[config.mk]
export PLATFORM = sky130hd
export DESIGN_NAME = rsi_fifo
export DESIGN_NICKNAME = d
export VERILOG_FILES = /design/src/rsi_pkg.sv /design/src/rsi_fifo.sv
export SDC_FILE = /design/constraint.sdc
export NUM_CORES = 1
export LEC_CHECK = 0
export CAP_MARGIN = 20
export CORE_MARGIN = 10
export CORE_UTILIZATION = 30
export DETAILED_ROUTE_END_ITERATION = 8
export DONT_BUFFER_PORTS = 1
export SYNTH_ARGS = -nofsm -noshare
export SYNTH_HDL_FRONTEND = slang
export SYNTH_SLANG_ARGS = --single-unit
[constraint.sdc]
create_clock -name clk -period 11.5 [get_ports clk]
set_input_delay 0 -clock clk [delete_from_list [all_inputs] [get_ports clk]]
set_output_delay 0 -clock clk [all_outputs]
set_load 0.02 [all_outputs]
[src/rsi_pkg.sv]
// Shared types and constants for the ray-sphere intersection core.
package rsi_pkg;

    localparam int RSI_QDEPTH  = 4;
    localparam int RSI_MUL_LAT = 5;
    localparam int RSI_DISC_W  = 126;

    localparam logic [30:0] RSI_T_MAX = 31'h7fffffff;
    localparam logic [16:0] RSI_ONE   = 17'h10000;

    typedef enum logic [2:0] {
        RSI_REG_CENTER_X = 3'd0,
        RSI_REG_CENTER_Y = 3'd1,
        RSI_REG_CENTER_Z = 3'd2,
        RSI_REG_RADIUS   = 3'd3,
        RSI_REG_ID       = 3'd4
    } rsi_reg_e;

    typedef struct packed {
        logic [2:0][31:0] center;
        logic [30:0]      radius;
        logic [15:0]      id;
    } rsi_cfg_t;

    // classified ray, front to back
    typedef struct packed {
        logic                  miss;
        logic [RSI_DISC_W-1:0] disc;
        logic [65:0]           b;
        logic [64:0]           a;
        logic [2:0][31:0]      o;
        logic [2:0][31:0]      d;
    } rsi_ray_t;

endpackage

[src/rsi_fifo.sv]
// Small queue of classified rays between front and back pipelines.
module rsi_fifo import rsi_pkg::*; #(
    parameter int DEPTH = RSI_QDEPTH
) (
    input  logic     clk,
    input  logic     rst_n,
    input  logic     push,
    input  rsi_ray_t wdata,
    output logic     full,
    input  logic     pop,
    output rsi_ray_t rdata,
    output logic     empty
);
    localparam int PW = $clog2(DEPTH);
    localparam int CW = $clog2(DEPTH + 1);

    rsi_ray_t        mem_reg [DEPTH];
    logic [PW-1:0]   wr_ptr_reg, rd_ptr_reg;
    logic [CW-1:0]   cnt_reg;

    assign full  = (cnt_reg == CW'(DEPTH));
    assign empty = (cnt_reg == '0);
    assign rdata = mem_reg[rd_ptr_reg];

    always_ff @(posedge clk)
    begin
        if (push)
        begin
            mem_reg[wr_ptr_reg] <= wdata;
        end
    end

    always_ff @(posedge clk or negedge rst_n)
    begin
        if (!rst_n)
        begin
            wr_ptr_reg <= '0;
            rd_ptr_reg <= '0;
            cnt_reg    <= '0;
        end
        else
        begin
            if (push)
            begin
                wr_ptr_reg <= (wr_ptr_reg == PW'(DEPTH - 1)) ? '0 : wr_ptr_reg + 1'b1;
            end
            if (pop)
            begin
                rd_ptr_reg <= (rd_ptr_reg == PW'(DEPTH - 1)) ? '0 : rd_ptr_reg + 1'b1;
            end
            if (push && !pop)
            begin
                cnt_reg <= cnt_reg + 1'b1;
            end
            else if (pop && !push)
            begin
                cnt_reg <= cnt_reg - 1'b1;
            end
        end
    end

endmodule

Yosys cells after proc, flatten, opt, wreduce, memory -nomap -nowiden:

Memories as Yosys holds them, arrays and structs flattened.
Cells that the tools add are included.

* register bits: 7
* RAM bits: 1800
* bits of input ports: 454
* output and inout bits: 452
* memories: 1

Memories
* mem_reg: depth 4, bits a word 450, read ports 1, clocked after memory_dff 0, write ports 1, RTL line rsi_fifo.sv:17 `rsi_ray_t mem_reg [DEPTH];`

* add/sub/neg operators: 4
* equal/unequal tests: 3
* muxes and demuxes: 6
* reductions and logical operators: 6

Operators by type and width (number)
* 2-to-1 mux 3 bit: 2
* adder 2 x 1 -> 2 bit, second input constant: 2
* == test 2 bit, second input constant: 2
* 2-to-1 mux 2 bit: 2
* adder 3 x 1 -> 3 bit, second input constant: 1
* == test 3 bit, second input constant: 1
* logical NOT 3 bit: 1
* subtractor 3 x 1 -> 3 bit, second input constant: 1
* logical AND 1 bit: 2
* logical NOT 1 bit: 2
* 2-to-1 mux 1 bit: 2
* nonzero test 2 bit: 1

Depth between registers and ports, before layout:

Gate-level depths: netlist of run 1.

* word-level depth: 4
* mapped depth: 7
* depth with buffers taken out: 7

Worst setup path before layout of run 1:

Ideal clock, no wire load.

* path kind: reg2reg
* start point: register wr_ptr_reg[0]
* end point: memory mem_reg[2][0] (netlist bit) (enable)
* library setup time: 0.870 ns
* arrival time: 10.768 ns
* slack: -0.138 ns
* stages on the path, launching flop included: 4
* clock period less this slack: 11.638 ns
* path through: dfrtp_1 -> inv_1 -> ha_1 -> and2_1

RTL lines
* from (decl): RTL line rsi_fifo.sv:18 `logic [PW-1:0] wr_ptr_reg, rd_ptr_reg;`
* from (signal assigned): RTL line rsi_fifo.sv:45 `wr_ptr_reg <= (wr_ptr_reg == PW'(DEPTH - 1)) ? '0 : wr_ptr_reg + 1'b1;`
* to (decl): RTL line rsi_fifo.sv:17

Straight into the memory's write port.

==> results.toml, run 1 <==
[yosys]
ys_ff_latch = 1807
synthCells = 2387
synth.distinct_cells = 19
synth_area_um2 = 65300
synth_seq_area_share = 0.831
avgSynthCellArea_um2 = 27.3
yosysWarnings = 0
synth_fp_nets = 2848

[detailed_routing]
ant_nets = 0
via_per_inst = 4.70
wl_um = 163000
drtPass1Iterations = 5
drt_iter0_markers = 2214
route.detailed.drc = 0
vias = 30159
post_drt_wl_per_cell_um = 25.5

[floorplanning]
std_cell_rows = 171
dieArea_um2 = 237000
die_x_um = 486
coreArea_um2 = 217000
die_h_um = 486
initial_core_util = 0.301
io_pins = 906

[clock_network]
clockBufferDepth = 3
cts.root.buffer_cell = "clkbuf_16"
post_cts_buffers = 0
cts_htree_levels = 4
numCtsBuffers = 185
cts_tree = "yes"
clk_pin_slew_ps = 60
postCtsHoldBufs = 902
cts_resized = 0
clk_latency_ps = 820
cts.sinks = 1807

[setup_path]
rr_worst_depth = 6
path_cells = "buf_4 > buf_4 > buf_4 > mux4_2"
endpoint_kind = "output pin"
cp_common_cell = "buf_4"
worst-path-stages = 4
slowest_delay_ps = 850
crit_path_max_fanout = 43
required_ps = 11500
timing.rr.start = "wr_ptr_reg[0]"
critPathKind = "register to output pin"
worst_ep_arrival_time_ps = 4700
critPathTopFamily = "buffers and inverters"
crit_path_start_kind = "register"
startpoint = "rd_ptr_reg[0]"
cp.buffers_inverters = 3
cp_slowest_cell = "dfrtp_4"

[final_layout]
num-fill-cells = 18841
syn2layout_area_growth_pct = 28.0
layout_common_cells = "1800 x edfxtp_1, 902 x dlygate4sd3_1, 450 x mux4_2"
fin_util = 0.386
drive_gt1_frac = 0.213
finalNonFillerCells = 6420
final_common_cell = "edfxtp_1"
nets = 3871
largest_reg_flops = 1800
final_area_um2 = 83600

[placement]
pre_cts_ws_ps = 7380
gp_congestion = 0.778
dp_hpwl_um = 100000
placed_area_um2 = 68700
port_buffers = 0
placed_cells = 5175

[global_route]
use_met1 = 0.159
grt_use_total = 0.134
grt_util_met2 = 0.223
met3_usage = 0.0499
gr-max-usage-layer = "met2"
gr-total-overflow = 0
grt_max_degree = 123
antenna_found_initial = 9
first_global_vias = 32286
grt_first_pass_wirelength_um = 236000

[sta]
rsz0062_at_grt = "no"
slew_headroom = 0.155
period_share = 0.409
fin_tns_setup_ps = 0
drv_slew = 0
tightest_slew_ps = 1270
setup_slack_ps = 6800
clock.fmax_ghz = 0.213
period_needed_ps = 4700
fin_skew_ps = 22.1
hold_violations = 0
setup_viol = 0
holdWs_ps = 73.5

[power_and_ir_drop]
p_leak_nw = 26.4
powerDensity_nw_per_um2 = 246
power.total_mw = 20.6
peakVddDrop_mv = 0.181

[worst_hold_path]
worstHoldStart = "wdata[55]"
min_path_cells = 1
min_path_type = "primary input to register"

[status]
status = "finished, final reports clean"

[flow_run]
cap_violations = 0
[final timing paths]
| path | endpoint | slack, ps |
|---|---|---|
| max | rdata[437] | 6800 |
| min | mem_reg[2][55] | 70 |
| max reg2reg | mem_reg[2][130] | 7740 |
| min reg2reg | cnt_reg[2] | 540 |
| max in group asynchronous | rd_ptr_reg[0] | 11070 |
| min in group asynchronous | wr_ptr_reg[1] | 110 |
[layer usage]
| layer | up-vias | share of wire |
|---|---|---|
| met5 | - | 0.000080 |
| met4 | 2 | 0.036 |
| met3 | 271 | 0.092 |
| met2 | 1270 | 0.50 |
| met1 | 16091 | 0.37 |
| li1 | 12525 | - |
[synth_stat cells]
cell type	number	area, µm²
buf_6	31	349
nand2_1	2	7.51
buf_2	59	295
and2_1	4	25.0
xor2_1	2	17.5
fa_1	1	20.0
nor2_1	3	11.3
nor3b_1	1	7.51
clkbuf_1	7	26.3
nor3_1	1	5.00
edfxtp_1	1800	54100
inv_1	4	15.0
xnor2_1	1	8.76
mux4_2	450	10100
o21ai_0	2	10.0
dfrtp_1	7	175
ha_1	6	75.1
mux2_2	3	33.8
buf_1	3	11.3
[cell families (layout without fill, tap and decap cells)]
| kind of cell | after synthesis | in the layout | share of synthesized area |
|---|---|---|---|
| simple gates | 11 | 11 | 0.000862 |
| flops | 1807 | 1807 | 0.831 |
| buf+inv | 104 | 1276 | 0.0107 |
| other cells | 0 | 7 | 0 |
| mux | 453 | 453 | 0.156 |
| fa+ha+maj | 7 | 7 | 0.00146 |
| compound gates | 2 | 2 | 0.000153 |
| xor+xnor | 3 | 3 | 0.000403 |
[power by group]
group / switching [mW] / total, mW / internal (mW)
Combinational: 4.04 / 6.05 / 2.01
Sequential: 0.296 / 8.74 / 8.44
Clock: 2.50 / 5.79 / 3.29
Total: 6.84 / 20.6 / 13.7
[worst reg2reg max path: cells and delay by family (launching register included)]
family | cells | cell delay, ps
and+or+nand+nor | 1 | 340
adders and majority gates | 1 | 150
buffers and inverters | 4 | 2340
DFF | 1 | 420
[layout make-up]
class	instances	area, µm²	area share
sequential	1807	54200	0.649
multi-input combinational	476	10400	0.124
timing repair buffer	936	9480	0.113
clock buffer	215	4830	0.0578
tap	2854	3570	0.0427
clock inverter	121	1050	0.0126
antenna	7	17.5	0.000210
inverter	4	15.0	0.000180
No activity file was read; power rests on OpenSTA's default activity.
==> run 2: changes to the inputs <==
==> constraint.sdc (replaced) <==
create_clock -name clk -period 4.1 [get_ports clk]
set_input_delay 0 -clock clk [delete_from_list [all_inputs] [get_ports clk]]
set_output_delay 0 -clock clk [all_outputs]
set_load 0.02 [all_outputs]
==> run 2 against run 1 <==
Effect of this change: flip-flop and latch count is the same; via count grew 2.9%; power grew to 2.9 times the previous value; clock power grew to 2.8 times the previous value; critical path depth shrank 1; clock-buffer cell count shrank 5; largest cell class unchanged.
==> results.toml, run 2 (synthesis results as in run 1) <==
[status]
status = "finished, final reports clean"

[clock_network]
clockBufferDepth = 3
cts.root.buffer_cell = "clkbuf_16"
cts_tree = "yes"
clk_latency_ps = 830
cts_htree_levels = 4
numCtsBuffers = 182
cts_resized = 0
cts.sinks = 1807
clk_pin_slew_ps = 60

[power_and_ir_drop]
powerDensity_nw_per_um2 = 693
peakVddDrop_mv = 0.532
internal_power_mw = 39.1
p_switching_mw = 19.5
switching_share = 0.333
combPwrFrac = 0.302
power.total_mw = 58.7
power_frac_seq = 0.418
p_leak_nw = 27.0
p_clk_frac = 0.280

[floorplanning]
dieArea_um2 = 237000
die_h_um = 486
die_x_um = 486
coreArea_um2 = 217000
initial_core_util = 0.301
io_pins = 906
std_cell_rows = 171

[detailed_routing]
ant_nets = 0
drt_iter0_markers = 2323
wl_met3_um = 14600
wl_met1_um = 64000
route.met2.wl_um = 83200
post_drt_wl_per_cell_um = 25.9
via_per_inst = 4.77
route.detailed.drc = 0
top_layer = "met4"
vias = 31038
wl_um = 169000
drtPass1Iterations = 5

[flow_run]
cap_violations = 0

[setup_path]
r2r-end = "rd_ptr_reg[1]"
rr_worst_depth = 4
startpoint = "rd_ptr_reg[0]"
timing.rr.start = "rd_ptr_reg[0]"
crit_path_max_fanout = 30
crit_path_start_kind = "register"
required_ps = 4100
endpoint_kind = "output pin"
worst_ep_arrival_time_ps = 3150
critPathKind = "register to output pin"
reg2reg_slack_ps = 1490

[global_route]
gr-total-overflow = 0
antenna_found_initial = 12
first_global_vias = 33140
grt_first_pass_wirelength_um = 243000
grt_use_total = 0.138
grt_max_degree = 92

[final_layout]
final_common_cell = "edfxtp_1"
drive_gt1_frac = 0.233
finalNonFillerCells = 6513
fin_util = 0.390
layout_common_cells = "1800 x edfxtp_1, 902 x dlygate4sd3_1, 450 x mux4_2"
num-fill-cells = 18804
final_area_um2 = 84600
syn2layout_area_growth_pct = 29.6
nets = 3957
largest_reg_flops = 1800

[sta]
holdWs_ps = 70.2
period_share = 0.769
period_needed_ps = 3150
setup_slack_ps = 949
slew_headroom = 0.304
hold_violations = 0
drv_slew = 0
setup_viol = 0
rsz0062_at_grt = "no"
fin_tns_setup_ps = 0
clock.fmax_ghz = 0.317
tightest_slew_ps = 1040
fin_skew_ps = 34.6

[worst_hold_path]
worstHoldStart = "wdata[232]"
min_to = "mem_reg[2][232]"
min_path_cells = 1
min_path_type = "primary input to register"

[placement]
pre_cts_ws_ps = 1700
gp_congestion = 0.784
dp_hpwl_um = 110000
port_buffers = 0
placed_cells = 5264
placed_area_um2 = 69600
-- run 2: cell types whose count changed in the layout (fill, tap and decap cells not counted), sizes merged --
| cell | before | now |
|---|---|---|
| clkinvlp | 5 | 11 |
| bufinv | 12 | 17 |
| diode | 7 | 8 |
| inv | 16 | 11 |
| buf | 34 | 123 |
| clkinv | 92 | 94 |
| clkbuf | 215 | 210 |
-- run 2: area by class of cell --
class,count,area (µm²),area share
Timing Repair Buffer,1025,10400,0.123
Tap cell,2854,3570,0.0422
Sequential cell,1807,54200,0.641
Clock buffer,210,4720,0.0558
Multi-Input combinational cell,476,10400,0.123
Inverter,4,15.0,0.000177
Antenna cell,8,20.0,0.000237
Clock inverter,129,1230,0.0145
-- run 2: how the worst max path moves through the flow --
stage | endpoint | slack (ps) | cells past startpoint
floorplan | mem_reg[2][0] | -70 | 3
global placement | rdata[304] | 1720 | 3
detailed placement | rdata[249] | 1700 | 3
CTS | rdata[235] | 770 | 3
global route | rdata[278] | 770 | 3
finish | rdata[320] | 950 | 3
-- run 2: power by group through the flow --
stage	registers, mW	logic, mW	clock network [mW]
after global routing	24.7	18.5	17.6
after global placement	24.7	17.0	0
after CTS	24.5	18.0	16.8
final	24.5	17.7	16.4
after detailed placement	24.9	17.0	0
after floorplan	24.8	12.4	0
-- run 2: timing repair --
item                                    CTS  global route
hold buffers                            902             0
endpoints found under the hold margin  2306             0
buffers inserted                          0             0
-- run 2: critical path, cell delays in order, from the launching register on --
cell	delay [ps]
dfrtp_4	1020
buf_12	310
buf_4	280
mux4_2	620
-- run 2: layer usage --
metal  GRT usage  up-vias
li1            -    12705
met1       0.167    16656
met2       0.228     1386
met3      0.0433      291
met4      0.0559        0
met5           0        -
